**config.mk**
```make
export PLATFORM = sky130hd
export DESIGN_NAME = dusk_fade_light_controller
export DESIGN_NICKNAME = d
export VERILOG_FILES = /design/src/hdl/dflc_pkg.sv /design/src/hdl/dusk_fade_light_controller.sv
export SDC_FILE = /design/constraint.sdc
export NUM_CORES = 1
export LEC_CHECK = 0
export BUFFER_PORTS_ARGS = -buffer_cell sky130_fd_sc_hd__clkbuf_2
export CORE_MARGIN = 4
export CORE_UTILIZATION = 40
export DETAILED_ROUTE_END_ITERATION = 10
export PLACE_DENSITY = 0.69
export RECOVER_POWER = 100
export SLEW_MARGIN = 10
export SYNTH_ARGS = -nofsm -noshare
export SYNTH_HDL_FRONTEND = slang
export SYNTH_SLANG_ARGS = --single-unit
```
**constraint.sdc**
```tcl
create_clock -name i_clk -period 6.81 [get_ports i_clk]
set_input_delay 0.3405 -clock i_clk [delete_from_list [all_inputs] [get_ports i_clk]]
set_output_delay 0.3405 -clock i_clk [all_outputs]
set_load 0.03 [all_outputs]
```
**src/hdl/dflc_pkg.sv**
```systemverilog
// ----------------------------------------------------------------------------
// Dusk fade light controller package
// Shared types, register indexes, reset values and state codes.
// ----------------------------------------------------------------------------
package dflc_pkg;

    // Field widths
    localparam int SAMPLE_BITS = 10;
    localparam int COUNT_BITS  = 16;
    localparam int THR_BITS    = 10;
    localparam int TICK_BITS   = 16;
    localparam int DUTY_BITS   = 7;
    localparam int STATE_BITS  = 2;
    localparam int ELAPSED_BITS = 16;
    localparam int CFG_ADDR_BITS = 2;
    localparam int CFG_DATA_BITS = 16;

    // Divider: 100 * 65535 fits in 23 bits, one quotient bit per cycle.
    localparam int DIV_BITS     = 23;
    localparam int DIV_CNT_BITS = $clog2(DIV_BITS);

    // Register indexes
    localparam logic [CFG_ADDR_BITS-1:0] CFG_DARK_THR  = 2'd0;
    localparam logic [CFG_ADDR_BITS-1:0] CFG_LIGHT_THR = 2'd1;
    localparam logic [CFG_ADDR_BITS-1:0] CFG_FADE_TICKS = 2'd2;
    localparam logic [CFG_ADDR_BITS-1:0] CFG_MIN_DUTY  = 2'd3;

    // Register reset values
    localparam logic [THR_BITS-1:0]  DARK_THR_RST   = 10'h090;
    localparam logic [THR_BITS-1:0]  LIGHT_THR_RST  = 10'h0a0;
    localparam logic [TICK_BITS-1:0] FADE_TICKS_RST = 16'd450;
    localparam logic [DUTY_BITS-1:0] MIN_DUTY_RST   = 7'd2;

    // Duty at full brightness
    localparam logic [DUTY_BITS-1:0] DUTY_FULL = 7'd100;

    // Light state codes
    localparam logic [STATE_BITS-1:0] ST_LIGHT  = 2'd0;
    localparam logic [STATE_BITS-1:0] ST_DARK   = 2'd1;
    localparam logic [STATE_BITS-1:0] ST_FADING = 2'd2;

    // Input request payload
    typedef struct packed {
        logic                   mode;
        logic [SAMPLE_BITS-1:0] sample;
    } t_in_req;

    // Result payload
    typedef struct packed {
        logic [STATE_BITS-1:0]   light_state;
        logic [DUTY_BITS-1:0]    duty_percent;
        logic                    leds_on;
        logic                    pwm_active;
        logic [ELAPSED_BITS-1:0] elapsed;
    } t_out_res;

endpackage

```
**src/hdl/dusk_fade_light_controller.sv**
```systemverilog
// A request's result is registered into the output register at commit, after the divider has
// run for a fading tick with a nonzero fade length: a bit-serial restoring divider forms
// 100*elapsed/fade_ticks one quotient bit per cycle over 23 dividend bits.
// One request is worked at a time; the next is taken as soon as the previous
// result is in the output register; a result commits only while that register is empty or read.
// Synchronous active-low reset returns the light state, idle count and register defaults.
// ----------------------------------------------------------------------------
// Dusk fade light controller
// Tracks light, fading and dark states from sensor samples and timer ticks,
// and works out the LED duty, steady level and PWM flag for each request.
// ----------------------------------------------------------------------------
module dusk_fade_light_controller #(
    parameter int COUNT_BITS = dflc_pkg::COUNT_BITS
) (
    input  logic                                i_clk,
    input  logic                                i_rst_n,
    // Configuration write port
    input  logic                                i_cfg_we,
    input  logic [dflc_pkg::CFG_ADDR_BITS-1:0]  i_cfg_addr,
    input  logic [dflc_pkg::CFG_DATA_BITS-1:0]  i_cfg_wdata,
    // Input channel
    input  logic                                i_in_valid,
    output logic                                o_in_ready,
    input  dflc_pkg::t_in_req                   i_in_data,
    // Output channel
    output logic                                o_out_valid,
    input  logic                                i_out_ready,
    output dflc_pkg::t_out_res                  o_out_data
);
    import dflc_pkg::*;

    localparam int CMP_BITS = (COUNT_BITS > TICK_BITS) ? COUNT_BITS : TICK_BITS;
    localparam int SMP_CMP_BITS = (SAMPLE_BITS > THR_BITS) ? SAMPLE_BITS : THR_BITS;
    localparam logic [COUNT_BITS-1:0] IDLE_MARK = {COUNT_BITS{1'b1}};

    // Sequencer codes
    localparam logic [1:0] S_IDLE = 2'd0;
    localparam logic [1:0] S_DIV  = 2'd1;
    localparam logic [1:0] S_DONE = 2'd2;

    // Configuration registers
    logic [THR_BITS-1:0]  r_dark_thr;
    logic [THR_BITS-1:0]  r_light_thr;
    logic [TICK_BITS-1:0] r_fade_ticks;
    logic [DUTY_BITS-1:0] r_min_duty;

    // Controller state
    logic [1:0]            r_fsm, n_fsm;
    logic [STATE_BITS-1:0] r_state, n_state;
    logic [COUNT_BITS-1:0] r_count, n_count;
    logic [DUTY_BITS-1:0]  r_duty, n_duty;
    logic                  r_pwm, n_pwm;
    logic                  r_led, n_led;
    logic                  r_out_valid, n_out_valid;
    t_out_res              r_out, n_out;

    // Pending request results and divider
    logic                    r_apply, n_apply;
    logic [STATE_BITS-1:0]   r_p_state, n_p_state;
    logic [COUNT_BITS-1:0]   r_p_count, n_p_count;
    logic [DUTY_BITS-1:0]    r_pct, n_pct;
    logic [DIV_BITS-1:0]     r_dvd, n_dvd;
    logic [TICK_BITS-1:0]    r_rem, n_rem;
    logic [DUTY_BITS-1:0]    r_quo, n_quo;
    logic [DIV_CNT_BITS-1:0] r_dcnt, n_dcnt;

    logic                    accept;
    logic                    smp_dark;
    logic                    smp_light;
    logic                    fits;
    logic [COUNT_BITS-1:0]   cnt_inc;
    logic [TICK_BITS-1:0]    fc16;
    logic [DIV_BITS-1:0]     fc_ext;
    logic [TICK_BITS:0]      trial;
    logic                    trial_ge;
    logic [DUTY_BITS-1:0]    quo_next;
    logic [DUTY_BITS-1:0]    duty_fin;
    logic                    commit;

    assign accept   = (r_fsm == S_IDLE) && i_in_valid;
    assign smp_dark = SMP_CMP_BITS'(i_in_data.sample) < SMP_CMP_BITS'(r_dark_thr);
    assign smp_light = SMP_CMP_BITS'(i_in_data.sample) > SMP_CMP_BITS'(r_light_thr);
    assign fits     = CMP_BITS'(r_count) <= CMP_BITS'(r_fade_ticks);
    assign cnt_inc  = (r_count == IDLE_MARK) ? r_count : r_count + 1'b1;

    // The elapsed count is at most fade_ticks here, so 16 bits hold it.
    assign fc16   = TICK_BITS'(r_count);
    assign fc_ext = DIV_BITS'(fc16);

    // One restoring division step: bring in the next dividend bit.
    assign trial    = {r_rem, r_dvd[DIV_BITS-1]};
    assign trial_ge = trial >= {1'b0, r_fade_ticks};
    assign quo_next = {r_quo[DUTY_BITS-2:0], trial_ge};

    // Minimum duty clamp on the pending duty.
    assign duty_fin = (r_pct < r_min_duty) ? '0 : r_pct;
    assign commit   = (r_fsm == S_DONE) && (!r_out_valid || i_out_ready);

    // Next-state logic for the sequencer, the divider and the committed state.
    always_comb begin
        n_fsm       = r_fsm;
        n_state     = r_state;
        n_count     = r_count;
        n_duty      = r_duty;
        n_pwm       = r_pwm;
        n_led       = r_led;
        n_out_valid = r_out_valid;
        n_out       = r_out;
        n_apply     = r_apply;
        n_p_state   = r_p_state;
        n_p_count   = r_p_count;
        n_pct       = r_pct;
        n_dvd       = r_dvd;
        n_rem       = r_rem;
        n_quo       = r_quo;
        n_dcnt      = r_dcnt;

        if (r_out_valid && i_out_ready) begin
            n_out_valid = 1'b0;
        end

        unique case (r_fsm)
            S_IDLE: begin
                if (accept) begin
                    n_apply   = i_in_data.mode;
                    n_p_state = r_state;
                    n_p_count = r_count;
                    n_pct     = '0;
                    n_fsm     = S_DONE;
                    if (!i_in_data.mode) begin
                        // Light sample: darkness test has priority.
                        if (smp_dark) begin
                            if (r_state == ST_LIGHT) begin
                                n_p_count = '0;
                                n_p_state = ST_FADING;
                            end
                        end else if (smp_light) begin
                            if (r_state != ST_LIGHT) begin
                                n_p_count = IDLE_MARK;
                                n_p_state = ST_LIGHT;
                            end
                        end
                    end else begin
                        // Timer tick.
                        n_p_count = cnt_inc;
                        if (r_state == ST_FADING) begin
                            if (fits) begin
                                if (r_fade_ticks == '0) begin
                                    n_pct = DUTY_FULL;
                                end else begin
                                    // 100 * count as 64 + 32 + 4 times count.
                                    n_dvd  = (fc_ext << 6) + (fc_ext << 5) + (fc_ext << 2);
                                    n_rem  = '0;
                                    n_quo  = '0;
                                    n_dcnt = '0;
                                    n_fsm  = S_DIV;
                                end
                            end else begin
                                n_p_count = IDLE_MARK;
                                n_p_state = ST_DARK;
                            end
                        end
                    end
                end
            end
            S_DIV: begin
                n_rem  = trial_ge ? TICK_BITS'(trial - {1'b0, r_fade_ticks})
                                  : trial[TICK_BITS-1:0];
                n_dvd  = {r_dvd[DIV_BITS-2:0], 1'b0};
                n_quo  = quo_next;
                n_dcnt = r_dcnt + 1'b1;
                if (r_dcnt == DIV_CNT_BITS'(DIV_BITS - 1)) begin
                    n_pct = DUTY_FULL - quo_next;
                    n_fsm = S_DONE;
                end
            end
            S_DONE: begin
                if (commit) begin
                    n_state = r_p_state;
                    n_count = r_p_count;
                    if (r_apply) begin
                        n_duty = duty_fin;
                        n_led  = (duty_fin != '0);
                        n_pwm  = (duty_fin != '0) && (duty_fin != DUTY_FULL);
                    end
                    n_out.light_state  = r_p_state;
                    n_out.duty_percent = r_apply ? duty_fin : r_duty;
                    n_out.leds_on      = r_apply ? (duty_fin != '0) : r_led;
                    n_out.pwm_active   = r_apply ? ((duty_fin != '0) && (duty_fin != DUTY_FULL))
                                                 : r_pwm;
                    n_out.elapsed      = ELAPSED_BITS'(r_p_count);
                    n_out_valid        = 1'b1;
                    n_fsm              = S_IDLE;
                end
            end
            default: begin
                n_fsm = S_IDLE;
            end
        endcase
    end

    // Control, configuration and committed state registers.
    always_ff @(posedge i_clk) begin
        if (!i_rst_n) begin
            r_fsm        <= S_IDLE;
            r_state      <= ST_LIGHT;
            r_count      <= IDLE_MARK;
            r_duty       <= '0;
            r_pwm        <= 1'b0;
            r_led        <= 1'b0;
            r_out_valid  <= 1'b0;
            r_dark_thr   <= DARK_THR_RST;
            r_light_thr  <= LIGHT_THR_RST;
            r_fade_ticks <= FADE_TICKS_RST;
            r_min_duty   <= MIN_DUTY_RST;
        end else begin
            r_fsm       <= n_fsm;
            r_state     <= n_state;
            r_count     <= n_count;
            r_duty      <= n_duty;
            r_pwm       <= n_pwm;
            r_led       <= n_led;
            r_out_valid <= n_out_valid;
            if (i_cfg_we) begin
                unique case (i_cfg_addr)
                    CFG_DARK_THR:   r_dark_thr   <= i_cfg_wdata[THR_BITS-1:0];
                    CFG_LIGHT_THR:  r_light_thr  <= i_cfg_wdata[THR_BITS-1:0];
                    CFG_FADE_TICKS: r_fade_ticks <= i_cfg_wdata[TICK_BITS-1:0];
                    CFG_MIN_DUTY:   r_min_duty   <= i_cfg_wdata[DUTY_BITS-1:0];
                    default: ;
                endcase
            end
        end
    end

    // Payload registers: divider, pending request results and output data.
    always_ff @(posedge i_clk) begin
        r_out     <= n_out;
        r_apply   <= n_apply;
        r_p_state <= n_p_state;
        r_p_count <= n_p_count;
        r_pct     <= n_pct;
        r_dvd     <= n_dvd;
        r_rem     <= n_rem;
        r_quo     <= n_quo;
        r_dcnt    <= n_dcnt;
    end

    assign o_in_ready  = (r_fsm == S_IDLE);
    assign o_out_valid = r_out_valid;
    assign o_out_data  = r_out;

`ifndef SYNTHESIS
    // The divider only runs on a tick during the fade.
    a_div_fading: assert property (@(posedge i_clk) disable iff (!i_rst_n)
        (r_fsm == S_DIV) |-> (r_state == ST_FADING))
        else $error("divider running outside the fading state");

    // The partial remainder stays below the divisor.
    a_rem_bound: assert property (@(posedge i_clk) disable iff (!i_rst_n)
        (r_fsm == S_DIV) |-> (r_rem < r_fade_ticks))
        else $error("divider remainder out of range");

    // In the light state the count rests at its idle value.
    a_light_idle: assert property (@(posedge i_clk) disable iff (!i_rst_n)
        (r_state == ST_LIGHT) |-> (r_count == IDLE_MARK))
        else $error("count not idle in the light state");

    // PWM only runs with the LEDs enabled.
    a_pwm_led: assert property (@(posedge i_clk) disable iff (!i_rst_n)
        r_out_valid |-> (!r_out.pwm_active || r_out.leds_on))
        else $error("PWM active with LEDs off");
`endif

endmodule

```
# [Word level (Yosys, flattened, before mapping)]
# Index checks and enable logic that the tools add are counted.
[op_classes] n_addsub=6 mul=0 div=0 order_cmp=5 eq_ne=16 n_shift=0 muxes=62 bitwise_logic=0 reduce_logical=22
[op_table] cell="16-bit two-way mux" count=14
[op_table] cell="23-bit two-way mux" count=5
[op_table] cell="7-bit two-way mux" count=8
[op_table] cell="23-bit one-hot mux with 2 select lines" count=1
[op_table] cell="16-bit one-hot mux with 2 select lines" count=1
[op_table] cell="6-bit two-way mux" count=5
[op_table] cell="2-bit two-way mux" count=14
[op_table] cell="5-bit two-way mux" count=5
[op_table] cell="22-bit by 21-bit adder with 23-bit output" count=1
[op_table] cell="23-bit by 18-bit adder with 23-bit output" count=1
[op_table] cell="17-bit by 16-bit >= comparator with 1-bit output" count=1
[op_table] cell="16-bit by 1-bit adder with 16-bit output (second input constant)" count=1
[op_table] cell="16-bit equality test (second input constant)" count=1
[op_table] cell="16-bit less-or-equal comparator" count=1
[op_table] cell="16-bit zero test" count=1
[op_table] cell="16-bit subtractor" count=1
[op_table] cell="7-bit one-hot mux with 2 select lines" count=1
[op_table] cell="6-bit one-hot mux with 2 select lines" count=1
[op_table] cell="2-bit AND reduction" count=6
[op_table] cell="10-bit greater-than comparator" count=1
[op_table] cell="10-bit < comparator" count=1
[op_table] cell="5-bit one-hot mux with 2 select lines" count=1
[op_table] cell="2-bit equality test (second input constant)" count=4
[op_table] cell="2-bit by 1-bit inequality test with 1-bit output (second input constant)" count=4
[op_table] cell="other kinds (17)" count=31
[totals] register_bits=176 latch_bits=0 ram_bits=0 rom_bits=0 input_bits=34 out_inout_bits=29 word_cells=135 mem_count=0

# [Longest topological paths before layout]
[depth] word_depth=8 ltp_mapped=15 depth_no_buf=12

# [Least setup slack after synthesis]
# Ideal clock, no wire load.
[synth_path] path_kind="flip-flop to flip-flop" startpoint="register r_count[7] (netlist: fc16[7])" endpoint="register r_dcnt[0] (enable)" setup_time_ps=586 t_arrival_ps=6601 required_time_ps=6224 slack_ps=-377 path_stages_with_launch=7 n_path_buf=0 period_less_slack_ps=7187 path_cell_list="dfxtp_1 > ha_1 > a21oi_1 > o21ai_1 > a221o_1 > o31a_1 > o41ai_1"
[synth_via] elab_chain_len=3
[synth_lines] item="start: declaration" line="dusk_fade_light_controller.sv:50" rtl="logic [COUNT_BITS-1:0] r_count, n_count;"
[synth_lines] item="start signal: assignment" line="dusk_fade_light_controller.sv:219" rtl="r_count <= n_count;"
[synth_lines] item="16-bit less-or-equal comparator" line="dusk_fade_light_controller.sv:83" rtl="assign fits = CMP_BITS'(r_count) <= CMP_BITS'(r_fade_ticks);"
[synth_lines] item="2-bit by 1-bit inequality test with 1-bit output (no line)"
[synth_lines] item="6-bit AND reduction (no line)"
[synth_lines] item="end signal: assignment" line="dusk_fade_light_controller.sv:246" rtl="r_dcnt <= n_dcnt;"
[synth_lines] item="end: declaration" line="dusk_fade_light_controller.sv:65" rtl="logic [DIV_CNT_BITS-1:0] r_dcnt, n_dcnt;"
# Every way passes these cells.
# A chain may end at the register's enable or synchronous reset.

# [Final worst setup path]
[layout_path] startpoint="register r_count[7] (netlist: fc16[7])" endpoint="register r_dvd[18] (enable)"
[layout_via] elab_chain_len=3
[layout_lines] item="16-bit less-or-equal comparator" line="dusk_fade_light_controller.sv:83"
[layout_lines] item="2-bit by 1-bit inequality test with 1-bit output (no line)"
[layout_lines] item="6-bit AND reduction (no line)"
[layout_lines] item="end signal: assignment" line="dusk_fade_light_controller.sv:243" rtl="r_dvd <= n_dvd;"
[layout_lines] item="end: declaration" line="dusk_fade_light_controller.sv:62" rtl="logic [DIV_BITS-1:0] r_dvd, n_dvd;"
# Every way passes these cells.

==> metrics.md <==
| Metric | Value |
|---|---|
| Prevailing post-synth register cell | edfxtp_1 |
| Layout area overhead | 11.6% |
| Final setup vio count | 0 |
| Port Buffers | just over 60 |
| Number of synthesized flops with an enable pin | between 100 and 150 |
| RSZ-0062 raised after global routing | no |
| Drt via density | between 5 and 6 |
| Share of layout cells above drive strength 1 | under 10% |
| Hold Buf Count CTS | 0 |
| Num ports | between 60 and 70 |
| Hold_ws | about 0.16 ns |
| Leak pwr | between 0.004 and 0.005 uW |
| Fin crit period | between 4 and 5 ns |
| Measured slew at the worst slew-check pin | between 2 and 3 ns |
| Setup TNS | 0 ns |
| P per Cell Area | 252 nW/um^2 |
| Die Span Y | approximately 170 microns |
| Root buf cell | clkbuf_16 |
| Post-layout net count | between 1000 and 1500 |
| Ys async rst share | 0% |
| Hold path cells | 3 |
| Clock skew | ~0.010 ns |
| Total power | 2850 uW |
| Cell Area, Synth | 10100 sq um |
| Synth top area share | 29.9% |
| Max-slew headroom | -89.1% |
| XOR/XNOR share of the synthesized area | between 2 and 3% |
| Initial Utilization | 40.5% |
| Drt drc | 0 |
| Core ar. | around 25000 sq um |
| TritonRoute pass-1 iters | 7 |
| FMAX | a little over 200 MHz |
| #FFs+latches synth | around 170 |
| Ant. Diodes | 0 |
| Via count | about 7800 |
| Post-CTS Setup Bufs | 0 |
| H-tree depth | 4 |
| Hold path start | i_cfg_wdata[15] |
| Post-synthesis simple-gate area fraction | 16.9% |
| Post-Route WL | 23300 microns |
| Gr usage total | between 10% and 20% |
| Fillers | between 2000 and 2500 |
| Mux contribution to synthesized area | 1.09% |
| Net count after synthesis | around 1200 |
| Worst Reg-to-Reg Cells | 7 |
| Drt initial violations | slightly below 600 |
| First-pass GRT wire length | ~38000 microns |
| Core Util, Final | between 40% and 50% |
| Global route overflow | 0 |
| Vias in the first global route | around 7400 |
| Synth Area in Compound Gates | between 10% and 20% |
| Worst setup margin | ~2 ns |
| Top post-synthesis cells by area | edfxtp_1, dfxtp_1, ha_1 |
| CP endpoint kind | register |
| CP Launch Type | register |
| Die area | 28000 sq um |
| Syn Area/Cell | between 9 and 10 sq um |
| Final cycle utilization of the critical path | 70.7% |
| FF-to-FF setup slack | about 2 ns |
| Critical path type | register to register |
| PostCTS Resize Cnt | 0 |
| Initial antenna violation count | 0 |
| Crit Path Max Fanout | 48 |
| Final hold viol count | 0 |
| DP HPWL | roughly 17000 microns |
| Crit path from | fc16[7]$_SDFFE_PN1P_ |
| DIE WIDTH | 167 microns |
| Outcome | finished with violations |
| CTS Buffer Depth | 2 |
| Fin. max-slew vios | about 250 |
| Worst Path Arrival | approximately 4.8 ns |
| Main combinational cell family by area after synthesis | simple AND/OR/NAND/NOR gates |
| Peak VDD IR | ~0.16 mV |
| Synth area leader | edfxtp_1 |
| Largest net degree at the start of global routing | 67 |
| Max Cap Viol | 5 |
| Yosys cell types | 72 |
| Worst R2R End | r_dvd[18]$_DFFE_PP_ |
| Most common cell after layout, fill and taps aside | nand2_1 |
| Clock slew at reported path FFs | 0.07 ns |
| Crit Reg-Reg Startpoint | fc16[7]$_SDFFE_PN1P_ |
| Hold Path Class | input pin to register |
| # rows | 58 |
| Total CTS buffers | 17 |
| Failing checks | max-capacitance violations, max-slew violations |
| Dpl ws | about 3.2 ns |
| Worst-Skew Late Latency | around 0.43 ns |
| Worst path required time | 6.80 ns |
| Mapped Cells | approximately 1100 |
| YS warnings | 0 |
| WHS Endpoint | r_fade_ticks[15]$_SDFFE_PN0P_ |
| Most frequent cells in the layout | nand2_1, edfxtp_1, ha_1 |
| Clock Sinks | roughly 170 |
| CTS tree | done |
| Wire per inst | between 15 and 20 microns |
| Adder-cell share of the synthesized area | around 14% |
| ANT nets after route | 0 |
| Gpl congestion | 0.883 |
| Seq/Total Area, Yosys | ~44% |
## Yosys cell counts, drive strengths merged (12+ instances only)
cell / count
nor2: 64
edfxtp: 101
nand3: 44
ha: 92
o21ai: 47
a21boi: 26
nand2: 172
fa: 14
dfxtp: 73
xnor2: 23
a21o: 13
o211ai: 14
o21a: 12
inv: 65
o22ai: 13
a21oi: 77
clkbuf: 32
nor2b: 22
## where the power goes
part           internal (uW)  switching (uW)  total [uW]  leakage, uW
Clock                    630             456        1090     0.000319
Combinational            220             311         532      0.00250
Sequential              1180            52.1        1240      0.00149
## registers in the layout, summed over array words and instances (netlist names)
signal and count:
r_light_thr 10, r_rem 16, r_fsm 2, r_duty 7, r_led 1, r_p_state 2, o_out_valid 1, r_fade_ticks 16
r_pct 7, r_pwm 1, o_out_data 27, r_dark_thr 10, r_quo 6, r_apply 1, fc16 16, r_min_duty 7
r_p_count 16, r_dcnt 5, r_dvd 21, r_state 2
## worst max path at each step
stage               cells past startpoint  slack, ns                 endpoint
global placement                       12       3.34       r_pct[6]$_DFFE_PP_
floorplan                               6       1.92  r_dcnt[0]$_SDFFCE_PN0P_
global route                            7       1.67   r_rem[9]$_SDFFCE_PN0P_
finish                                  7       1.99      r_dvd[18]$_DFFE_PP_
CTS                                    12       3.23       r_pct[6]$_DFFE_PP_
detailed placement                     12       3.24       r_pct[6]$_DFFE_PP_
## layout make-up
class                           instances  area [sq um]  share of cell area (%)
Clock buffer                           17           425                    3.76
Clock inverter                         15           226                    2.00
Inverter                               65           244                    2.16
Multi-Input combinational cell        779          5210                    46.1
Sequential cell                       174          4490                    39.7
Tap cell                              330           413                    3.65
Timing Repair Buffer                   69           302                    2.66
## cells by family after synthesis
| kind of cell | Yosys count |
|---|---|
| flops | 174 |
| xor+xnor | 33 |
| fa+ha+maj | 106 |
| simple gates | 372 |
| compound gates | 257 |
| mux | 11 |
| buf+inv | 105 |
## per-stage QoR
step / cell area [sq um] / std cells
6_report: 11300 / 1449
2_1_floorplan: 10100 / 1058
3_5_place_dp: 10800 / 1417
3_3_place_gp: 10800 / 1417
5_1_grt: 11300 / 1449
4_1_cts: 11400 / 1449
## routing by layer
| metal | routed length [microns] | GRT usage, % |
|---|---|---|
| met1 | 10800 | 22.7 |
| met2 | 11000 | 27.5 |
| met3 | 990 | 2.34 |
| met4 | 516 | 5.72 |
| met5 | 0 | 0 |
## worst max-delay path, cell delays in order, from the launching register on
cell and delay, ns:
dfxtp_1 0.67, ha_1 0.35, a21oi_1 0.17, o21ai_0 0.13, a221o_1 0.39, o31a_1 0.34, o41ai_4 0.33, clkbuf_1 1.97
Power figures use the tool's default switching activity.
